File: src/rtl/bole_pkg.sv
// Shared types and codes for the bounded ordered list engine.
`default_nettype none

package bole_pkg;

  localparam int unsigned DATA_W   = 8;
  localparam int unsigned KIND_W   = 3;
  localparam int unsigned POS_W    = 4;
  localparam int unsigned STATUS_W = 2;
  localparam int unsigned ECOUNT_W = 5;

  // request kinds
  localparam logic [KIND_W-1:0] KIND_INSERT = 3'd0;
  localparam logic [KIND_W-1:0] KIND_REMOVE = 3'd1;
  localparam logic [KIND_W-1:0] KIND_MODIFY = 3'd2;
  localparam logic [KIND_W-1:0] KIND_READ   = 3'd3;
  localparam logic [KIND_W-1:0] KIND_SEARCH = 3'd4;

  // result status
  localparam logic [STATUS_W-1:0] STAT_OK    = 2'd0;
  localparam logic [STATUS_W-1:0] STAT_FULL  = 2'd1;
  localparam logic [STATUS_W-1:0] STAT_RANGE = 2'd2;

  // command broadcast to every cell
  typedef enum logic [2:0] {
    CELL_HOLD,
    CELL_INSERT,
    CELL_REMOVE,
    CELL_WRITE,
    CELL_MATCH,
    CELL_SHIFT
  } cell_op_e;

  typedef struct packed {
    cell_op_e            op;
    logic [DATA_W-1:0]   key;
  } cell_ctrl_t;

  // where a cell sits relative to the requested position
  typedef struct packed {
    logic at_pos;
    logic above;
  } cell_sel_t;

endpackage

`default_nettype wire

File: src/rtl/bole_cell.sv
// One list cell: holds an entry and a match flag, trades with its neighbors.
`default_nettype none

module bole_cell (
  input  wire logic                         clk_i,
  input  wire bole_pkg::cell_ctrl_t         ctrl_i,
  input  wire bole_pkg::cell_sel_t          sel_i,
  input  wire logic [bole_pkg::DATA_W-1:0]  lower_i,
  input  wire logic [bole_pkg::DATA_W-1:0]  upper_i,
  input  wire logic                         match_upper_i,
  output logic      [bole_pkg::DATA_W-1:0]  entry_o,
  output logic                              match_o
);

  logic [bole_pkg::DATA_W-1:0] entry_q, entry_d;
  logic                        match_q, match_d;

  always_comb begin
    entry_d = entry_q;
    match_d = match_q;
    case (ctrl_i.op)
      bole_pkg::CELL_INSERT: begin
        if (sel_i.at_pos) begin
          entry_d = ctrl_i.key;
        end else if (sel_i.above) begin
          entry_d = lower_i;
        end
      end
      bole_pkg::CELL_REMOVE: begin
        if (sel_i.at_pos || sel_i.above) begin
          entry_d = upper_i;
        end
      end
      bole_pkg::CELL_WRITE: begin
        if (sel_i.at_pos) begin
          entry_d = ctrl_i.key;
        end
      end
      bole_pkg::CELL_MATCH: begin
        match_d = (entry_q == ctrl_i.key);
      end
      bole_pkg::CELL_SHIFT: begin
        // match flags slide one cell toward the head per cycle
        match_d = match_upper_i;
      end
      default: begin
      end
    endcase
  end

  always_ff @(posedge clk_i) begin
    entry_q <= entry_d;
    match_q <= match_d;
  end

  assign entry_o = entry_q;
  assign match_o = match_q;

endmodule

`default_nettype wire

File: src/rtl/bounded_ordered_list_engine.sv
// Top level of the bounded ordered list engine: request decode, cell row, result register.
//
//  channel | direction | handshake             | payload
//  --------+-----------+-----------------------+---------------------------------------------
//  in      | into      | in_valid_i/in_ready_o | kind_i, position_i, data_byte_i
//  out     | out of    | out_valid_o/out_ready_i | status_o, read_byte_o, found_o,
//          |           |                       | found_position_o, entry_count_o,
//          |           |                       | is_full_o, is_empty_o
//
// For insert, remove, modify and read the result is registered at the accept edge.
// Search first latches the compares in every cell, then the match flags slide toward cell 0,
// one entry at a time, until a hit or the last entry; an empty list skips the scan.
// Reset zeroes the count; entries are undefined until written and are never cleared.
// A result waits in the output register; a new request is taken in the cycle it leaves.
`default_nettype none

module bounded_ordered_list_engine #(
  parameter int unsigned LIST_DEPTH = 16
) (
  input  wire logic                             clk_i,
  input  wire logic                             rst_ni,
  input  wire logic                             in_valid_i,
  output logic                                  in_ready_o,
  input  wire logic [bole_pkg::KIND_W-1:0]      kind_i,
  input  wire logic [bole_pkg::POS_W-1:0]       position_i,
  input  wire logic [bole_pkg::DATA_W-1:0]      data_byte_i,
  output logic                                  out_valid_o,
  input  wire logic                             out_ready_i,
  output logic      [bole_pkg::STATUS_W-1:0]    status_o,
  output logic      [bole_pkg::DATA_W-1:0]      read_byte_o,
  output logic                                  found_o,
  output logic      [bole_pkg::POS_W-1:0]       found_position_o,
  output logic      [bole_pkg::ECOUNT_W-1:0]    entry_count_o,
  output logic                                  is_full_o,
  output logic                                  is_empty_o
);

  localparam int unsigned CntW = $clog2(LIST_DEPTH + 1);
  localparam int unsigned CmpW = (CntW > bole_pkg::POS_W) ? CntW : bole_pkg::POS_W;
  localparam int unsigned EcW  = (CntW > bole_pkg::ECOUNT_W) ? CntW : bole_pkg::ECOUNT_W;
  localparam int unsigned RdN  = (LIST_DEPTH < 16) ? LIST_DEPTH : 16;

  localparam logic S_IDLE = 1'b0;
  localparam logic S_SCAN = 1'b1;

  logic                 state_q, state_d;
  logic [CntW-1:0]      count_q, count_d;
  logic [CntW-1:0]      scan_idx_q, scan_idx_d;
  logic                 out_valid_q, out_valid_d;

  logic [bole_pkg::STATUS_W-1:0] status_q;
  logic [bole_pkg::DATA_W-1:0]   read_byte_q;
  logic                          found_q;
  logic [bole_pkg::POS_W-1:0]    found_pos_q;
  logic [bole_pkg::ECOUNT_W-1:0] ecount_q;
  logic                          full_q, empty_q;

  logic [bole_pkg::DATA_W-1:0]   cell_entry [LIST_DEPTH];
  logic                          cell_match [LIST_DEPTH];
  bole_pkg::cell_ctrl_t          cell_ctrl;

  logic                 in_fire, out_fire;
  logic [CmpW-1:0]      pos_ext, cnt_ext;
  logic                 list_full;
  bole_pkg::cell_op_e   req_op;
  logic [bole_pkg::STATUS_W-1:0] req_status;
  logic [bole_pkg::DATA_W-1:0]   req_rd, rd_mux;
  logic [CntW-1:0]      cnt_next, res_cnt;
  logic                 start_scan;
  logic                 scan_hit, scan_last, scan_done, res_load;
  logic [CmpW-1:0]      fp_wide;
  logic [EcW-1:0]       ec_wide;

  assign in_fire  = in_valid_i && in_ready_o;
  assign out_fire = out_valid_q && out_ready_i;
  assign in_ready_o = (state_q == S_IDLE) && (!out_valid_q || out_ready_i);

  assign pos_ext   = CmpW'(position_i);
  assign cnt_ext   = CmpW'(count_q);
  assign list_full = (count_q == CntW'(LIST_DEPTH));

  // read port: only the first sixteen entries are addressable
  always_comb begin
    rd_mux = '0;
    for (int i = 0; i < RdN; i++) begin
      if (position_i == bole_pkg::POS_W'(i)) begin
        rd_mux = cell_entry[i];
      end
    end
  end

  always_comb begin
    req_op     = bole_pkg::CELL_HOLD;
    req_status = bole_pkg::STAT_OK;
    req_rd     = '0;
    cnt_next   = count_q;
    start_scan = 1'b0;
    case (kind_i)
      bole_pkg::KIND_INSERT: begin
        if (list_full) begin
          req_status = bole_pkg::STAT_FULL;
        end else if (pos_ext > cnt_ext) begin
          req_status = bole_pkg::STAT_RANGE;
        end else begin
          req_op   = bole_pkg::CELL_INSERT;
          cnt_next = count_q + CntW'(1);
        end
      end
      bole_pkg::KIND_REMOVE: begin
        if (pos_ext >= cnt_ext) begin
          req_status = bole_pkg::STAT_RANGE;
        end else begin
          req_op   = bole_pkg::CELL_REMOVE;
          cnt_next = count_q - CntW'(1);
        end
      end
      bole_pkg::KIND_MODIFY: begin
        if (pos_ext >= cnt_ext) begin
          req_status = bole_pkg::STAT_RANGE;
        end else begin
          req_op = bole_pkg::CELL_WRITE;
        end
      end
      bole_pkg::KIND_READ: begin
        if (pos_ext >= cnt_ext) begin
          req_status = bole_pkg::STAT_RANGE;
        end else begin
          req_rd = rd_mux;
        end
      end
      bole_pkg::KIND_SEARCH: begin
        req_op     = bole_pkg::CELL_MATCH;
        start_scan = (count_q != '0);
      end
      default: begin
      end
    endcase
  end

  always_comb begin
    cell_ctrl.key = data_byte_i;
    if (in_fire) begin
      cell_ctrl.op = req_op;
    end else if (state_q == S_SCAN) begin
      cell_ctrl.op = bole_pkg::CELL_SHIFT;
    end else begin
      cell_ctrl.op = bole_pkg::CELL_HOLD;
    end
  end

  for (genvar i = 0; i < LIST_DEPTH; i++) begin : g_cell
    logic [bole_pkg::DATA_W-1:0] lower_w, upper_w;
    logic                        match_up_w;
    bole_pkg::cell_sel_t         sel_w;

    if (i == 0) begin : g_head
      assign lower_w = '0;
    end else begin : g_body
      assign lower_w = cell_entry[i-1];
    end

    if (i == LIST_DEPTH - 1) begin : g_tail
      assign upper_w    = cell_entry[i];
      assign match_up_w = 1'b0;
    end else begin : g_next
      assign upper_w    = cell_entry[i+1];
      assign match_up_w = cell_match[i+1];
    end

    assign sel_w.at_pos = (CmpW'(i) == pos_ext);
    assign sel_w.above  = (CmpW'(i) > pos_ext);

    bole_cell u_cell (
      .clk_i         (clk_i),
      .ctrl_i        (cell_ctrl),
      .sel_i         (sel_w),
      .lower_i       (lower_w),
      .upper_i       (upper_w),
      .match_upper_i (match_up_w),
      .entry_o       (cell_entry[i]),
      .match_o       (cell_match[i])
    );
  end

  // cell 0 holds the flag for entry scan_idx_q
  assign scan_hit  = cell_match[0];
  assign scan_last = (scan_idx_q == (count_q - CntW'(1)));
  assign scan_done = (state_q == S_SCAN) && (scan_hit || scan_last);
  assign res_load  = (in_fire && !start_scan) || scan_done;

  assign fp_wide = CmpW'(scan_idx_q);
  assign res_cnt = (state_q == S_SCAN) ? count_q : cnt_next;
  assign ec_wide = EcW'(res_cnt);

  always_comb begin
    state_d     = state_q;
    scan_idx_d  = scan_idx_q;
    count_d     = count_q;
    out_valid_d = out_valid_q;
    if (in_fire) begin
      count_d = cnt_next;
      if (start_scan) begin
        state_d    = S_SCAN;
        scan_idx_d = '0;
      end
    end
    if (state_q == S_SCAN) begin
      if (scan_done) begin
        state_d = S_IDLE;
      end else begin
        scan_idx_d = scan_idx_q + CntW'(1);
      end
    end
    if (res_load) begin
      out_valid_d = 1'b1;
    end else if (out_fire) begin
      out_valid_d = 1'b0;
    end
  end

  always_ff @(posedge clk_i or negedge rst_ni) begin
    if (!rst_ni) begin
      state_q     <= S_IDLE;
      scan_idx_q  <= '0;
      count_q     <= '0;
      out_valid_q <= 1'b0;
    end else begin
      state_q     <= state_d;
      scan_idx_q  <= scan_idx_d;
      count_q     <= count_d;
      out_valid_q <= out_valid_d;
    end
  end

  always_ff @(posedge clk_i) begin
    if (res_load) begin
      ecount_q <= ec_wide[bole_pkg::ECOUNT_W-1:0];
      full_q   <= (res_cnt == CntW'(LIST_DEPTH));
      empty_q  <= (res_cnt == '0);
      if (state_q == S_SCAN) begin
        status_q    <= bole_pkg::STAT_OK;
        read_byte_q <= '0;
        found_q     <= scan_hit;
        found_pos_q <= scan_hit ? fp_wide[bole_pkg::POS_W-1:0] : '0;
      end else begin
        status_q    <= req_status;
        read_byte_q <= req_rd;
        found_q     <= 1'b0;
        found_pos_q <= '0;
      end
    end
  end

  assign out_valid_o      = out_valid_q;
  assign status_o         = status_q;
  assign read_byte_o      = read_byte_q;
  assign found_o          = found_q;
  assign found_position_o = found_pos_q;
  assign entry_count_o    = ecount_q;
  assign is_full_o        = full_q;
  assign is_empty_o       = empty_q;

  a_count_bound: assert property (@(posedge clk_i) disable iff (!rst_ni)
    count_q <= CntW'(LIST_DEPTH))
    else $error("list count above depth");

  a_scan_no_result: assert property (@(posedge clk_i) disable iff (!rst_ni)
    (state_q == S_SCAN) |-> !out_valid_q)
    else $error("result pending during search scan");

  a_insert_grows: assert property (@(posedge clk_i) disable iff (!rst_ni)
    (in_fire && (req_op == bole_pkg::CELL_INSERT)) |=>
      (count_q == $past(count_q) + CntW'(1)))
    else $error("insert did not grow the list");

  a_flags_exclusive: assert property (@(posedge clk_i) disable iff (!rst_ni)
    out_valid_q |-> !(full_q && empty_q))
    else $error("full and empty both set");

endmodule

`default_nettype wire

File: config.mk
export PLATFORM = sky130hd
export DESIGN_NAME = bounded_ordered_list_engine
export DESIGN_NICKNAME = d
export VERILOG_FILES = /design/src/rtl/bole_pkg.sv /design/src/rtl/bole_cell.sv /design/src/rtl/bounded_ordered_list_engine.sv
export SDC_FILE = /design/constraint.sdc
export NUM_CORES = 1
export LEC_CHECK = 0
export BUFFER_PORTS_ARGS = -buffer_cell sky130_fd_sc_hd__clkbuf_2
export CORE_MARGIN = 2
export CORE_UTILIZATION = 45
export CTS_BUF_LIST = sky130_fd_sc_hd__clkbuf_8
export CTS_CLUSTER_DIAMETER = 60
export DETAILED_ROUTE_END_ITERATION = 8
export HOLD_SLACK_MARGIN = 0.15
export SYNTH_ARGS = -nofsm -noshare
export SYNTH_HDL_FRONTEND = slang
export SYNTH_SLANG_ARGS = --single-unit
File: constraint.sdc
create_clock -name clk_i -period 4.6 [get_ports clk_i]
set_input_delay 0.46 -clock clk_i [delete_from_list [all_inputs] [get_ports clk_i]]
set_output_delay 0.46 -clock clk_i [all_outputs]
set_load 0.01 [all_outputs]
==> out/results.txt <==
status = finished clean
power per cell area = 367 mW/mm^2
Clock transition at path regs = 0.13 ns
via count = 9699
Die H = 163 microns
critical path fanouts, max = 21
slew margin rel. = 0.246
Max Cap Viol = 0
Worst Hold End = out_valid_o$_DFFE_PN0P_
Cell Rows = 58
Fillers = 2343
Area Overhead vs Synth = 7.96%
CTS tree = yes
RSZ-0062 raised after global routing = false
Top Ports = 43
Mapped Avg Cell Area = 9.60 sq um
fraction of layout cells with a size suffix above 1 = 0.130
worst reg2reg path depth = 10
CTS max path bufs = 2
CORE AREA = 0.0251 sq mm
fin crit share = 0.822
drt total wl = 35200 microns
number of diodes = 0
crit path DAT = 4.13 ns
worst-skew pair later-pin latency = 0.50 ns
cells along the critical path = inv_1 > ha_1 > and3b_1 > and3_1 > nor3_2 > nand3_1 > buf_4 > a31oi_1 > nor2_1 > nor2_1
CP most frequent cell = nor2_1
Routed Antenna Nets = 0
Syn Inst Count = 1193
Pins Over Slew Limit = 0
worst hold path type = in -> reg
gr usage total = 0.267
Hold Startpoint = out_ready_i
DR WL/cell = 23.0 microns
syn nets = 1220
sequential share of the synthesized area = 0.462
Post-synth EDFFs = 166
total power draw = 4.53 mW
Starting Density = 0.456
Synth cell types = 68
vias in the first global route = 8983
Final WS setup = 0.820 ns
Startpoint Class = flip-flop
worst reg2reg startpoint = cnt_ext[2]$_DFFE_PN0P_
first-pass GRT wire length = 54200 microns
DIE WIDTH = 163 microns
nets = 1214
Least-Margin Pin Slew = 1.13 ns
CP max stage delay = 0.68 ns
initial antenna violation count = 0
dominant cell type by area after synthesis = edfxtp_1
Mapped Area = 0.0114 sq mm
root buf cell = clkbuf_8
final HPWL from detailed placement = 24700 microns
die area = 0.0267 sq mm
synth warn = 0
WP data required = 4.95 ns
CP Capture Type = flip-flop
asr flop ratio synth = 0.0674
Worst Hold Depth = 3
Final Util = 0.492
reg-to-reg slack, setup = 0.82 ns
crit path time final = 3.78 ns
PortBufs = 42
Crit Path Class = reg -> reg
Finished Cell Area = 0.0124 sq mm
Fin Setup TNS = 0 ns
DR iter-0 viols = 1421
largest cells by area after synthesis = edfxtp_1 44%, xnor2_1 9.9%, nor2_1 8.7%
hold violation total from the final report = 0
Buf/Inv on CP = 2
Yosys reg bits = 178
routability congestion estimate = 0.899
worst clock skew = 0.0299 ns
Inst Count DP = 1497
DR pass1 iterations = 7
Remaining Overflow, GRT = 0
total clock sinks = 178
Max Fclk = 265 MHz
area share of the largest cell type after synthesis = 0.435
Leak = 4.13 nW
Num CTS Buffers = 17
Vias/cell = 6.34
Worst IR Drop VDD = 0.000266 V
CP max stage cell = a31oi_1
Final Hold Slack = 0.228 ns
Non-Filler Instances = 1530
DRC violations left = 0
worst slack, placed = 0.993 ns
Top delay family on crit path = simple AND/OR/NAND/NOR gates
Placed Area = 0.0119 sq mm
CTS HTree Levels = 4
reg2reg end = g_cell[7].u_cell.entry_o[5]$_DFFE_PP_
Final Setup Violations = 0
ys flop type = edfxtp_1
largest net degree at the start of global routing = 62
## cell usage in the layout (no fill, tap or decap), drive strengths merged, types with 5 or more instances in the layout
| cell type | instances |
|---|---|
| and2 | 6 |
| dfrtp | 12 |
| nand2 | 40 |
| a21oi | 50 |
| a211oi | 10 |
| o31ai | 18 |
| mux2 | 15 |
| and3 | 9 |
| nor2 | 266 |
| o21a | 5 |
| nor3 | 11 |
| o221a | 6 |
| edfxtp | 166 |
| ha | 8 |
| o22ai | 133 |
| nand3 | 11 |
| a2111oi | 5 |
| clkinv | 7 |
| a22o | 8 |
| inv | 20 |
| xnor2 | 130 |
| mux4 | 13 |
| a31oi | 16 |
| buf | 29 |
| clkbuf | 59 |
| nor2b | 5 |
| a22oi | 6 |
| mux2i | 11 |
| nand4 | 35 |
| o21ai | 38 |
## Yosys cell counts (all sizes together) (13+ instances only)
master,instances
o21ai,38
a31oi,16
edfxtp,166
mux2,15
buf,29
mux4,13
nand2,40
a21oi,50
o31ai,18
xnor2,130
o22ai,133
nor2,266
clkbuf,68
nand4,35
## cells by family after synthesis
logic type,count (synthesis),share of synthesized area
XOR/XNOR,134,0.103
AO/OA/AOI/OAI,322,0.184
AND/OR/NAND/NOR,403,0.154
buffers and inverters,109,0.0387
flip-flops,178,0.462
adder cells (fa/ha/maj),8,0.00874
multiplexers,39,0.0500
## timing repair
item	CTS	global route
resized for setup	0	0
endpoints found under the hold margin	12	0
hold buffers	1	0
setup buffers	0	0
## tightest hold or removal path: cells and delay by family
kind / cells / cell delay (ns)
buffers and inverters: 2 / 0.14
AO/OA/AOI/OAI: 1 / 0.11
## how the worst max path moves through the flow
stage | end | cells past startpoint | start
after CTS | g_cell[3].u_cell.entry_o[7]$_DFFE_PP_ | 10 | cnt_ext[2]$_DFFE_PN0P_
after global routing | g_cell[7].u_cell.entry_o[6]$_DFFE_PP_ | 10 | cnt_ext[2]$_DFFE_PN0P_
final | g_cell[7].u_cell.entry_o[5]$_DFFE_PP_ | 10 | cnt_ext[2]$_DFFE_PN0P_
after detailed placement | g_cell[8].u_cell.entry_o[5]$_DFFE_PP_ | 8 | cnt_ext[1]$_DFFE_PN0P_
after floorplan | g_cell[5].u_cell.entry_o[0]$_DFFE_PP_ | 9 | cnt_ext[2]$_DFFE_PN0P_
after global placement | g_cell[8].u_cell.entry_o[6]$_DFFE_PP_ | 8 | cnt_ext[1]$_DFFE_PN0P_
## metal layers
layer | vias up | share of wire | global-route usage
li1 | 4429 | - | -
met5 | - | 0 | 0
met3 | 68 | 0.080 | 0.0452
met4 | 0 | 0.027 | 0.0817
met1 | 4722 | 0.44 | 0.386
met2 | 480 | 0.45 | 0.411
## flip-flops by register name (all words and copies together) (netlist names), 2 cells and up
| register | count |
|---|---|
| entry_count_o | 5 |
| read_byte_o | 8 |
| cnt_ext | 5 |
| fp_wide | 5 |
| g_cell.u_cell.match_o | 16 |
| g_cell.u_cell.entry_o | 128 |
| status_o | 2 |
| found_position_o | 4 |
## power breakdown
part	total, mW	internal (mW)	switching, mW
clock network	1.14	0.420	0.724
logic	1.23	0.454	0.781
registers	2.15	1.97	0.179
total	4.53	2.85	1.68
## layout make-up
type / count / area [sq um] / area share
Sequential cell: 178 / 5290 / 0.428
Clock buffer: 17 / 234 / 0.0189
Timing Repair Buffer: 72 / 438 / 0.0354
Tap cell: 330 / 413 / 0.0334
Inverter: 12 / 45.0 / 0.00364
Multi-Input combinational cell: 906 / 5760 / 0.466
Clock inverter: 15 / 184 / 0.0149
(Power assumes the default switching activity.)
